--- config.mk ---
export PLATFORM = sky130hd
export DESIGN_NAME = sha1_message_digest
export DESIGN_NICKNAME = d
export VERILOG_FILES = /design/src/sha1md_pkg.sv /design/src/sha1md_ctrl.sv /design/src/sha1md_dp.sv /design/src/sha1_message_digest.sv
export SDC_FILE = /design/constraint.sdc
export NUM_CORES = 2
export LEC_CHECK = 0
export ABC_AREA = 0
export BUFFER_PORTS_ARGS = -buffer_cell sky130_fd_sc_hd__buf_4
export CAP_MARGIN = 10
export CORE_AREA = 4 4 485 487
export DETAILED_ROUTE_END_ITERATION = 6
export DIE_AREA = 0 0 489 491
export PLACE_DENSITY = 0.44
export SYNTH_ARGS = -nofsm -noshare
export SYNTH_HDL_FRONTEND = slang
export SYNTH_SLANG_ARGS = --single-unit
--- constraint.sdc ---
create_clock -name clk -period 6.83 [get_ports clk]
set_clock_uncertainty 0.2 [all_clocks]
set_input_delay 1.366 -clock clk [delete_from_list [all_inputs] [get_ports clk]]
set_output_delay 1.366 -clock clk [all_outputs]
set_load 0.005 [all_outputs]
--- src/sha1md_pkg.sv ---
// ============================================================================
// SHA-1 message digest package
// Shared codes, constants and controller/datapath interface types.
// ============================================================================
package sha1md_pkg;

    // Item function codes
    localparam logic [1:0] FUNC_ABSORB  = 2'd0;
    localparam logic [1:0] FUNC_FINISH  = 2'd1;
    localparam logic [1:0] FUNC_RESTART = 2'd2;

    // Round groups of twenty rounds each
    localparam logic [1:0] STG_CH   = 2'd0;
    localparam logic [1:0] STG_PAR1 = 2'd1;
    localparam logic [1:0] STG_MAJ  = 2'd2;
    localparam logic [1:0] STG_PAR2 = 2'd3;

    localparam logic [31:0] K0 = 32'h5a827999;
    localparam logic [31:0] K1 = 32'h6ed9eba1;
    localparam logic [31:0] K2 = 32'h8f1bbcdc;
    localparam logic [31:0] K3 = 32'hca62c1d6;

    localparam logic [31:0] IV0 = 32'h67452301;
    localparam logic [31:0] IV1 = 32'hefcdab89;
    localparam logic [31:0] IV2 = 32'h98badcfe;
    localparam logic [31:0] IV3 = 32'h10325476;
    localparam logic [31:0] IV4 = 32'hc3d2e1f0;

    localparam logic [7:0] PAD_BYTE   = 8'h80;
    localparam logic [5:0] FILL_LAST  = 6'h3f;
    localparam logic [5:0] FILL_LEN   = 6'd56;
    localparam logic [6:0] ROUND_LAST = 7'd79;
    localparam logic [2:0] WORD_LAST  = 3'd4;

    // Commands from the controller to the datapath
    typedef struct packed {
        logic       absorb;     // place data byte, advance fill and bit count
        logic       pad;        // place pad byte, zero the words after it
        logic       len;        // write bit count into words 14 and 15
        logic       zero_low;   // zero words 0 to 13
        logic       init;       // load working words from the chain
        logic       round;      // run one round, advance the schedule
        logic       chain_add;  // fold working words into the chain
        logic       restart;    // return chain, count and fill to reset values
        logic       emit_load;  // load one digest word into the output register
        logic [2:0] emit_idx;
        logic [1:0] stage;
    } dp_cmd_t;

    // Status from the datapath to the controller
    typedef struct packed {
        logic fill_last;   // next data byte completes a block
        logic pos_ge56;    // no room left for the length in this block
        logic out_free;    // output register can take a word this cycle
    } dp_stat_t;

endpackage

--- src/sha1md_ctrl.sv ---
// ============================================================================
// SHA-1 controller
// Sequences absorb, padding, the eighty rounds and digest emission.
// ============================================================================
module sha1md_ctrl (
    input  logic                clk,
    input  logic                rst_n,
    input  logic                in_valid,
    input  logic [1:0]          func,
    output logic                in_stall,
    input  sha1md_pkg::dp_stat_t stat,
    output sha1md_pkg::dp_cmd_t  cmd
);
    import sha1md_pkg::*;

    localparam logic [2:0] ST_IDLE  = 3'd0;
    localparam logic [2:0] ST_RND   = 3'd1;
    localparam logic [2:0] ST_ADD   = 3'd2;
    localparam logic [2:0] ST_FZERO = 3'd3;
    localparam logic [2:0] ST_EMIT  = 3'd4;

    localparam logic [1:0] MODE_ABSORB = 2'd0;
    localparam logic [1:0] MODE_FIN1   = 2'd1;  // first of two padding blocks
    localparam logic [1:0] MODE_FIN2   = 2'd2;  // final padding block

    logic [2:0] state_reg, state_next;
    logic [6:0] rnd_reg, rnd_next;
    logic [1:0] mode_reg, mode_next;
    logic [2:0] idx_reg, idx_next;
    logic       in_accept;

    assign in_stall  = (state_reg != ST_IDLE);
    assign in_accept = in_valid && (state_reg == ST_IDLE);

    always_comb
    begin
        state_next = state_reg;
        rnd_next   = rnd_reg;
        mode_next  = mode_reg;
        idx_next   = idx_reg;
        cmd        = '0;
        cmd.emit_idx = idx_reg;

        if (rnd_reg < 7'd20)
        begin
            cmd.stage = STG_CH;
        end
        else if (rnd_reg < 7'd40)
        begin
            cmd.stage = STG_PAR1;
        end
        else if (rnd_reg < 7'd60)
        begin
            cmd.stage = STG_MAJ;
        end
        else
        begin
            cmd.stage = STG_PAR2;
        end

        unique case (state_reg)
            ST_IDLE:
            begin
                if (in_accept)
                begin
                    unique case (func)
                        FUNC_ABSORB:
                        begin
                            cmd.absorb = 1'b1;
                            if (stat.fill_last)
                            begin
                                cmd.init   = 1'b1;
                                mode_next  = MODE_ABSORB;
                                rnd_next   = '0;
                                state_next = ST_RND;
                            end
                        end
                        FUNC_FINISH:
                        begin
                            cmd.pad    = 1'b1;
                            cmd.len    = !stat.pos_ge56;
                            cmd.init   = 1'b1;
                            mode_next  = stat.pos_ge56 ? MODE_FIN1 : MODE_FIN2;
                            rnd_next   = '0;
                            state_next = ST_RND;
                        end
                        FUNC_RESTART:
                        begin
                            cmd.restart = 1'b1;
                        end
                        default:
                        begin
                            // unused code: drop the item
                        end
                    endcase
                end
            end
            ST_RND:
            begin
                cmd.round = 1'b1;
                if (rnd_reg == ROUND_LAST)
                begin
                    state_next = ST_ADD;
                end
                else
                begin
                    rnd_next = rnd_reg + 7'd1;
                end
            end
            ST_ADD:
            begin
                cmd.chain_add = 1'b1;
                unique case (mode_reg)
                    MODE_FIN1:
                    begin
                        state_next = ST_FZERO;
                    end
                    MODE_FIN2:
                    begin
                        idx_next   = '0;
                        state_next = ST_EMIT;
                    end
                    default:
                    begin
                        state_next = ST_IDLE;
                    end
                endcase
            end
            ST_FZERO:
            begin
                cmd.zero_low = 1'b1;
                cmd.len      = 1'b1;
                cmd.init     = 1'b1;
                mode_next    = MODE_FIN2;
                rnd_next     = '0;
                state_next   = ST_RND;
            end
            ST_EMIT:
            begin
                if (stat.out_free)
                begin
                    cmd.emit_load = 1'b1;
                    if (idx_reg == WORD_LAST)
                    begin
                        cmd.restart = 1'b1;
                        state_next  = ST_IDLE;
                    end
                    else
                    begin
                        idx_next = idx_reg + 3'd1;
                    end
                end
            end
            default:
            begin
                state_next = ST_IDLE;
            end
        endcase
    end

    always_ff @(posedge clk or negedge rst_n)
    begin
        if (!rst_n)
        begin
            state_reg <= ST_IDLE;
            rnd_reg   <= '0;
            mode_reg  <= MODE_ABSORB;
            idx_reg   <= '0;
        end
        else
        begin
            state_reg <= state_next;
            rnd_reg   <= rnd_next;
            mode_reg  <= mode_next;
            idx_reg   <= idx_next;
        end
    end

endmodule

--- src/sha1md_dp.sv ---
// ============================================================================
// SHA-1 datapath
// Block buffer with in-place schedule, round logic, chain and output register.
// ============================================================================
module sha1md_dp (
    input  logic                 clk,
    input  logic                 rst_n,
    input  sha1md_pkg::dp_cmd_t  cmd,
    input  logic [7:0]           data_byte,
    input  logic                 out_stall,
    output sha1md_pkg::dp_stat_t stat,
    output logic                 out_valid,
    output logic [31:0]          digest_word,
    output logic [2:0]           word_index,
    output logic                 last
);
    import sha1md_pkg::*;

    logic [31:0] blk_reg   [16];
    logic [31:0] blk_next  [16];
    logic [31:0] chain_reg [5];
    logic [31:0] a_reg, b_reg, c_reg, d_reg, e_reg;
    logic [63:0] bit_total_reg;
    logic [5:0]  fill_reg;
    logic        out_valid_reg;
    logic [31:0] word_reg;
    logic [2:0]  index_reg;
    logic        last_reg;

    logic [7:0]  byte_val;
    logic [3:0]  widx;
    logic [31:0] byte_word;
    logic [31:0] w_mix;
    logic [31:0] w_new;
    logic [31:0] f_val;
    logic [31:0] k_val;
    logic [31:0] t_val;

    assign stat.fill_last = (fill_reg == FILL_LAST);
    assign stat.pos_ge56  = (fill_reg >= FILL_LEN);
    assign stat.out_free  = !out_valid_reg || !out_stall;

    // Next schedule word: XOR of the four taps, rotated left by one
    assign w_mix = blk_reg[13] ^ blk_reg[8] ^ blk_reg[2] ^ blk_reg[0];
    assign w_new = {w_mix[30:0], w_mix[31]};

    always_comb
    begin
        case (cmd.stage)
            STG_CH:
            begin
                f_val = (b_reg & c_reg) | (~b_reg & d_reg);
                k_val = K0;
            end
            STG_PAR1:
            begin
                f_val = b_reg ^ c_reg ^ d_reg;
                k_val = K1;
            end
            STG_MAJ:
            begin
                f_val = (b_reg & c_reg) | (b_reg & d_reg) | (c_reg & d_reg);
                k_val = K2;
            end
            default:
            begin
                f_val = b_reg ^ c_reg ^ d_reg;
                k_val = K3;
            end
        endcase
    end

    assign t_val = {a_reg[26:0], a_reg[31:27]} + f_val + e_reg + blk_reg[0] + k_val;

    // Block buffer update: byte insert, padding, zeroing, length, or schedule shift
    always_comb
    begin
        byte_val  = cmd.pad ? PAD_BYTE : data_byte;
        widx      = fill_reg[5:2];
        byte_word = {byte_val, 24'h000000} >> {fill_reg[1:0], 3'b000};
        for (int i = 0; i < 16; i++)
        begin
            blk_next[i] = blk_reg[i];
        end
        if (cmd.round)
        begin
            for (int i = 0; i < 15; i++)
            begin
                blk_next[i] = blk_reg[i + 1];
            end
            blk_next[15] = w_new;
        end
        else
        begin
            if (cmd.absorb || cmd.pad)
            begin
                // first byte of a word overwrites the whole word
                if (fill_reg[1:0] == 2'd0)
                begin
                    blk_next[widx] = byte_word;
                end
                else
                begin
                    blk_next[widx] = blk_reg[widx] | byte_word;
                end
            end
            if (cmd.pad)
            begin
                for (int i = 0; i < 16; i++)
                begin
                    if (4'(i) > widx)
                    begin
                        blk_next[i] = '0;
                    end
                end
            end
            if (cmd.zero_low)
            begin
                for (int i = 0; i < 14; i++)
                begin
                    blk_next[i] = '0;
                end
            end
            if (cmd.len)
            begin
                blk_next[14] = bit_total_reg[63:32];
                blk_next[15] = bit_total_reg[31:0];
            end
        end
    end

    always_ff @(posedge clk)
    begin
        for (int i = 0; i < 16; i++)
        begin
            blk_reg[i] <= blk_next[i];
        end
    end

    // Working words
    always_ff @(posedge clk)
    begin
        if (cmd.init)
        begin
            a_reg <= chain_reg[0];
            b_reg <= chain_reg[1];
            c_reg <= chain_reg[2];
            d_reg <= chain_reg[3];
            e_reg <= chain_reg[4];
        end
        else if (cmd.round)
        begin
            a_reg <= t_val;
            b_reg <= a_reg;
            c_reg <= {b_reg[1:0], b_reg[31:2]};
            d_reg <= c_reg;
            e_reg <= d_reg;
        end
    end

    // Chain, bit count and fill
    always_ff @(posedge clk or negedge rst_n)
    begin
        if (!rst_n)
        begin
            chain_reg[0]  <= IV0;
            chain_reg[1]  <= IV1;
            chain_reg[2]  <= IV2;
            chain_reg[3]  <= IV3;
            chain_reg[4]  <= IV4;
            bit_total_reg <= '0;
            fill_reg      <= '0;
        end
        else if (cmd.restart)
        begin
            chain_reg[0]  <= IV0;
            chain_reg[1]  <= IV1;
            chain_reg[2]  <= IV2;
            chain_reg[3]  <= IV3;
            chain_reg[4]  <= IV4;
            bit_total_reg <= '0;
            fill_reg      <= '0;
        end
        else
        begin
            if (cmd.chain_add)
            begin
                chain_reg[0] <= chain_reg[0] + a_reg;
                chain_reg[1] <= chain_reg[1] + b_reg;
                chain_reg[2] <= chain_reg[2] + c_reg;
                chain_reg[3] <= chain_reg[3] + d_reg;
                chain_reg[4] <= chain_reg[4] + e_reg;
            end
            if (cmd.absorb)
            begin
                bit_total_reg <= bit_total_reg + 64'd8;
                fill_reg      <= fill_reg + 6'd1;
            end
        end
    end

    // Output register
    always_ff @(posedge clk or negedge rst_n)
    begin
        if (!rst_n)
        begin
            out_valid_reg <= 1'b0;
        end
        else if (cmd.emit_load)
        begin
            out_valid_reg <= 1'b1;
        end
        else if (!out_stall)
        begin
            out_valid_reg <= 1'b0;
        end
    end

    always_ff @(posedge clk)
    begin
        if (cmd.emit_load)
        begin
            word_reg  <= chain_reg[cmd.emit_idx];
            index_reg <= cmd.emit_idx;
            last_reg  <= (cmd.emit_idx == WORD_LAST);
        end
    end

    assign out_valid   = out_valid_reg;
    assign digest_word = word_reg;
    assign word_index  = index_reg;
    assign last        = last_reg;

endmodule

--- src/sha1_message_digest.sv ---
// ============================================================================
// SHA-1 message digest engine
// Byte-wide SHA-1 hash with padding and five-word digest output.
// ============================================================================
// Each input item carries a function code: absorb one message byte, finish
// the message, or restart the hash (code 3 is dropped). An absorb does not
// stall the input, except that the 64th byte of a block starts the
// compression: 80 rounds at one round per cycle, then a fold of the result
// into the chain, with the input stalled until the fold is done. The single
// round unit and the 16-word block buffer, which doubles as the message
// schedule, carry out the compression. A finish item pads the message and
// runs one compression, or two when fewer than 9 bytes of room remain in
// the block, then emits the five digest words H0 to H4, one per cycle as
// the output side takes them, with last set on the fifth. The hash state
// returns to its initial values once the fifth word is loaded, and the
// next item is taken while that word still waits in the output register.
// ============================================================================
module sha1_message_digest (
    input  logic        clk,
    input  logic        rst_n,
    input  logic        in_valid,
    output logic        in_stall,
    input  logic [1:0]  func,
    input  logic [7:0]  data_byte,
    output logic        out_valid,
    input  logic        out_stall,
    output logic [31:0] digest_word,
    output logic [2:0]  word_index,
    output logic        last
);
    import sha1md_pkg::*;

    dp_cmd_t  cmd;
    dp_stat_t stat;

    // Controller: accepts items in idle and steps rounds and emission
    sha1md_ctrl u_ctrl (
        .clk      (clk),
        .rst_n    (rst_n),
        .in_valid (in_valid),
        .func     (func),
        .in_stall (in_stall),
        .stat     (stat),
        .cmd      (cmd)
    );

    // Datapath: block buffer, round unit, chain, bit count and output register
    sha1md_dp u_dp (
        .clk         (clk),
        .rst_n       (rst_n),
        .cmd         (cmd),
        .data_byte   (data_byte),
        .out_stall   (out_stall),
        .stat        (stat),
        .out_valid   (out_valid),
        .digest_word (digest_word),
        .word_index  (word_index),
        .last        (last)
    );

endmodule

After elaboration in Yosys (flattened, before gate mapping):

Memories as Yosys holds them, arrays and structs flattened.
Index checks and enable logic that the tools add are counted.

* flip-flop bits (word level): 442
* RAM bits: 512
* bits of input ports: 14
* output and inout port bits: 38
* logic and storage cells: 212
* memories kept: 1

Memory list
* u_dp.blk_reg: depth 16, width 32, read ports 17, clocked after Yosys merged registers in 0, write ports 16, line sha1md_dp.sv:19 `logic [31:0] blk_reg [16];`

* add/sub/neg operators: 13
* $lt $le $gt $ge: 23
* equality and inequality tests: 23
* shift-type cells: 1
* muxes and demuxes: 93
* bitwise gates (word level): 16
* reductions and logical operators: 22

Operator list (number)
* 2-to-1 mux 512 bit: 4
* bitwise mux 512 bit: 2
* 2-to-1 mux 32 bit: 29
* 2-to-1 mux 448 bit: 1
* 2-to-1 mux 160 bit: 2
* adder 32 bit: 9
* 2-to-1 mux 64 bit: 3
* XOR 32 bit: 5
* bitwise AND 32 bit: 4
* demux 32 bit (select 4 bit): 1
* bitwise OR 32 bit: 4
* binary-select mux 32 bit (select 3 bit): 1
* one-hot mux 32 bit (3 select lines): 1
* adder 64 x 4 -> 64 bit (second input constant): 1
* one-hot mux 32 bit (2 select lines): 1
* > comparator 4 bit (first input constant): 8
* inverter 32 bit: 1
* right shift 32 x 5 -> 32 bit: 1
* 2-to-1 mux 3 bit: 9
* 2-to-1 mux 7 bit: 3
* one-hot mux 7 bit (3 select lines): 1
* one-hot mux 3 bit (2 select lines): 3
* > comparator 3 x 4 -> 1 bit (first input constant): 4
* 2-to-1 mux 2 bit: 8
* 40 further kinds: 85

Depth between registers and ports, before layout:

* depth in word-level cells: 15
* mapped depth: 27
* gate-level depth less buffers: 26

Cells and area by module:

Synthesis repeated with hierarchy kept, for this count alone.

* cells, all modules: 6689
* area, all modules: 58195.8 um^2

By module, submodules not included
* sha1md_dp: instances 1, cells an instance 6586, area an instance 57208.6 um^2, seq. area each 21941.0 um^2
* sha1md_ctrl: instances 1, cells an instance 103, area an instance 987.2 um^2, seq. area each 375.4 um^2

Worst setup path before layout:

OpenSTA, ideal clock, no wires.

* path type: reg-to-reg
* start point: reg u_ctrl.rnd_reg[5]
* end point: reg u_dp.a_reg[23] (data pin)
* library setup time: 0.267 ns
* data arrival time: 6.066 ns
* data required time: 6.363 ns
* path slack: 0.297 ns
* cell stages (with the launch flop): 28
* period minus slack after synthesis: 6.533 ns
* cell sequence: dfrtp_1 > clkbuf_1 > inv_1 > maj3_1 > a221oi_1 > ha_1 > clkbuf_1 > a22oi_1 > a21oi_1 > fa_1 > inv_1 > fa_1 > fa_1 > inv_1 > ha_1 > inv_1 > fa_1 > nor2b_1 > o211ai_1 > a21boi_0 > o21a_1 > o21a_1 > a21boi_0 > o21bai_1 > a31oi_1 > o21ai_0 > xnor2_1 > o21ai_0

* cells in the longest elaborated chain, start to end: 12
* elaborated cells on any way between the ends: 17
* classes of those cells: 4 x add/sub; 3 x order compare; 2 x eq/ne; 7 x mux; 1 x reduce/logical

Ends and longest elaborated chain
* start: declaration: line sha1md_ctrl.sv:27 `logic [6:0] rnd_reg, rnd_next;`
* start signal: assignment: line sha1md_ctrl.sv:173 `rnd_reg <= rnd_next;`
* less-than comparator 7 x 6 -> 1 bit: line sha1md_ctrl.sv:52 `else if (rnd_reg < 7'd60)`
* 2-to-1 mux 1 bit: line sha1md_ctrl.sv:52
* 2-to-1 mux 2 bit: line sha1md_ctrl.sv:48 `else if (rnd_reg < 7'd40)`
* 2-to-1 mux 2 bit *: line sha1md_ctrl.sv:44 `if (rnd_reg < 7'd20)`
* equality test 2 bit / zero test 2 bit (equally long branches): line sha1md_dp.sv:49 `case (cmd.stage)`
* one-hot mux 32 bit (2 select lines): line sha1md_dp.sv:49
* adder 32 bit (3 in a row): line sha1md_dp.sv:73 `assign t_val = {a_reg[26:0], a_reg[31:27]} + f_val + e_reg + blk_reg[0] + k_val;`
* adder 32 bit *: line sha1md_dp.sv:73
* 2-to-1 mux 32 bit *: line sha1md_dp.sv:151 `else if (cmd.round)`
* 2-to-1 mux 32 bit *: line sha1md_dp.sv:143 `if (cmd.init)`
* end signal: assignment: line sha1md_dp.sv:145 `a_reg <= chain_reg[0];`
* end signal: assignment: line sha1md_dp.sv:153 `a_reg <= t_val;`
* end: declaration: line sha1md_dp.sv:22 `logic [31:0] a_reg, b_reg, c_reg, d_reg, e_reg;`

Mark *: on every way between the ends. The rest lies on a longest branch, timed or not. The select of a mux whose other input is x is not followed.
A chain may end at the register's enable or synchronous reset.

Worst setup path in the final report:

* start point: reg u_ctrl.rnd_reg[3]
* end point: reg u_dp.a_reg[23] (data pin)

Same word-level chain as after synthesis.

==> parameters.txt <==
Parameter                              Value

Outcome
  Result of the run ... finished, final reports clean

Yosys
  Synth Net Count ... 6,776
  Mean cell area of the mapped netlist ... 8.94 um^2
  Number of distinct library cells after synthesis ... 83
  Synth Instances ... 6,434
  Synth Register Bits ... 951
  Post-synthesis instance area ... 0.0575 mm^2
  Count of flip-flops with a built-in enable after synthesis ... 196
  Fraction of the yosys area taken by sequential cells ... 38.8%
  Fraction of synthesis flops using an asynchronous set or reset pin ... 25.6%
  Synth warnings ... 0
  Most used DFF post-synth ... dfxtp_1

Drt
  DR vias ... 48,500
  Remaining design rule violation count ... 0
  Final WL ... 226,000 um
  Iter 0 DRT Violations ... 4,760
  Mean number of vias per cell ... 5.13
  Final ANT Viol Nets ... 0
  Average wire length per cell after detail routing ... 23.9 um
  Detailed-router iteration count before antenna repair ... 6

Worst hold path
  Path category of the worst min-delay check ... flip-flop to flip-flop
  Hold Crit Start ... u_dp.blk_reg[5][25]
  Sink of the worst hold path ... u_dp.blk_reg[4][25]
  Worst hold path depth ... 2

STA
  Setup TNS ... 0 ps
  Fin. Hold Viols ... 0
  Setup repair after global routing missed its margin ... true
  Post-route clock period utilization ... 95.4%
  Number of failing setup endpoints in the final timing report ... 0
  Max Slew Vio Count ... 0
  Normalized max-slew margin ... 6.60%
  Clock period minus final worst setup slack ... 6520 ps
  Upper clock frequency limit ... 153 MHz
  Least-Margin Pin Slew ... 1400 ps

Setup path
  Flop-to-flop setup slack ... 310 ps
  Worst R2R Path Depth ... 23
  Arrival time of the worst setup path ... 6790 ps
  Critical register-to-register path endpoint ... u_dp.a_reg[23]
  Setup crit end kind ... flip-flop
  Maximum fanout encountered on the critical timing path ... 11
  Startpoint-to-endpoint class of the critical path ... flip-flop to flip-flop
  Sort of element at the start of the critical path ... flip-flop
  Reg2Reg Launch Point ... u_ctrl.rnd_reg[3]
  Crit path required time ... 7100 ps

Clock network
  CTS tree ... yes
  Clock Tree Root ... clkbuf_16
  Sinks on Clock Net ... 951
  Hold Buf Count CTS ... 0
  H-tree depth ... 3
  Bufs on Longest Clock Path ... 3
  Post-CTS clock slew at the launch and capture registers of the worst setup and hold paths ... 60 ps
  Number of CTS-inserted buffers ... 111
  Worst-Skew Late Latency ... 780 ps
  Post CTS Setup Buffer Count ... 0

Global route
  Maximum number of pins on one net before global-route repair ... 191
  Global Route Usage Sum ... 18.3%
  Overflow after GRT ... 0
  Number of global-route vias before repair ... 46,400
  Antenna violations before repair ... 9
  First-pass GRT wire length ... 330,000 um

Floorplan
  Count of boundary I/O pins ... 52
  Starting density of the core ... 24.9%
  Die Y-Extent ... 491 um
  DIE WIDTH ... 489 um
  Die area ... 0.240 mm^2
  Core ar. ... 0.231 mm^2
  Row count ... 177

Layout
  Layout cell share with drive strength beyond 1 ... 13.3%
  # fillers ... 24,400
  Most frequent cells in the layout ... a21oi_1, nor2_1, nand2_1
  Area growth from synthesis to final layout ... 13.4%
  Nets@finish ... 6,646
  Leading cell type in the layout, fill and taps excluded ... a21oi_1
  Number of flip-flops under the largest register name ... 512

Job
  Maxcap violations ... 0

Placed design
  Gp weighted congestion ... 0.875
  Detailed placer's ending HPWL ... 149,000 um
  Number of buffers added on ports ... 51
-- kinds of logic after synthesis --
group | after synthesis | synth area share [%]
AND/OR/NAND/NOR | 1851 | 13.5
XOR/XNOR | 309 | 4.70
multiplexers | 348 | 10.6
flip-flops | 951 | 38.8
buffers and inverters | 691 | 4.67
adder cells (fa/ha/maj) | 329 | 8.78
AO/OA/AOI/OAI | 1955 | 19.0
-- metal layers --
layer	vias to the layer above	share of wire, %	global-route usage [%]
met5	-	0.0031	0
met4	2	3.1	5.35
li1	22400	-	-
met1	24200	46	25.9
met2	1552	46	29.3
met3	337	5.7	2.24
-- critical path, cell delays in order, from the launching register on --
cell and delay [ps]:
dfrtp_1 440, maj3_1 410, a221oi_1 350, buf_4 200, ha_2 240, buf_6 180
a22oi_1 100, a21oi_1 220, fa_1 460, fa_1 490, inv_1 50, fa_1 470
inv_1 40, ha_1 330, a21oi_1 250, a21boi_1 130, o21a_1 220, o21a_1 240
a21boi_1 370, o21bai_2 150, a31oi_1 300, o21ai_1 130, xnor2_1 140, o21ai_0 80
-- per-stage QoR --
step / setup slack [ps] / hold WS, ps / instances / area, um^2 / utilization (%)
2_1_floorplan: 297 / 223 / 6434 / 57500 / -
3_3_place_gp: 93.1 / 247 / 9234 / 61400 / 26.5
3_5_place_dp: -3.19 / 257 / 9234 / 61400 / 26.5
4_1_cts: 5.19 / 265 / 9445 / 65200 / 28.2
5_1_grt: -3.17 / 274 / 9446 / 65200 / 28.2
6_report: 313 / 265 / 9449 / 65200 / 28.2
-- synth_stat cells (all sizes together) (6+ instances only) --
| library cell | number | area share (%) |
|---|---|---|
| edfxtp | 196 | 10 |
| a22oi | 50 | 0.65 |
| or3 | 35 | 0.38 |
| o21ai | 746 | 6.5 |
| inv | 273 | 1.8 |
| nand3 | 89 | 0.80 |
| nand4 | 33 | 0.36 |
| clkbuf | 331 | 2.2 |
| nor3 | 79 | 0.74 |
| nor2b | 27 | 0.29 |
| xor2 | 113 | 1.7 |
| and2 | 14 | 0.15 |
| xnor2 | 196 | 3.0 |
| buf | 87 | 0.73 |
| a31oi | 16 | 0.17 |
| a21o | 103 | 1.3 |
| a21oi | 807 | 7.0 |
| o31ai | 15 | 0.20 |
| a21boi | 8 | 0.10 |
| nand2 | 743 | 4.9 |
| dfxtp | 512 | 18 |
| nor2 | 737 | 4.8 |
| dfrtp | 163 | 7.1 |
| a221oi | 35 | 0.53 |
| or2 | 10 | 0.11 |
| dfstp | 80 | 3.7 |
| o22ai | 6 | 0.065 |
| a211oi | 47 | 0.61 |
| and4 | 6 | 0.091 |
| nor3b | 6 | 0.078 |
| fa | 125 | 4.3 |
| mux4 | 192 | 7.5 |
| ha | 203 | 4.4 |
| and3 | 27 | 0.29 |
| o211ai | 10 | 0.13 |
| o21a | 22 | 0.29 |
| mux2 | 151 | 3.0 |
| o21bai | 25 | 0.33 |
| nor4 | 6 | 0.091 |
| nand2b | 32 | 0.35 |
| a221o | 13 | 0.23 |
-- final cells by class --
cell class	count	area (um^2)	share of cell area, %
antenna	4	10.0	0.0153
clock buffer	176	3420	5.24
clock inverter	35	347	0.531
inverter	273	1020	1.57
multi-input combinational	4792	32800	50.3
sequential	951	22300	34.2
tap	3043	3810	5.84
timing repair buffer	175	1490	2.29
-- what timing repair did --
item / CTS / global route
endpoints found under the setup margin: 1 / 9
pin swaps: 0 / 4
endpoints found under the hold margin: 0 / 0
gates resized for setup: 1 / 18
-- how the worst max path moves through the flow --
stage,from,endpoint,slack (ps),depth (start not counted)
2_1_floorplan,u_ctrl.rnd_reg[5],u_dp.a_reg[23],300,27
3_3_place_gp,u_ctrl.rnd_reg[3],u_dp.a_reg[23],90,25
3_5_place_dp,u_ctrl.rnd_reg[3],u_dp.a_reg[23],-3,25
4_1_cts,u_ctrl.rnd_reg[3],u_dp.a_reg[23],5,23
5_1_grt,u_ctrl.rnd_reg[3],u_dp.a_reg[23],-3,25
6_report,u_ctrl.rnd_reg[3],u_dp.a_reg[23],310,23
Power is not shown: default switching activity piles up to over one toggle a cycle in this logic, so the estimate is an artifact.
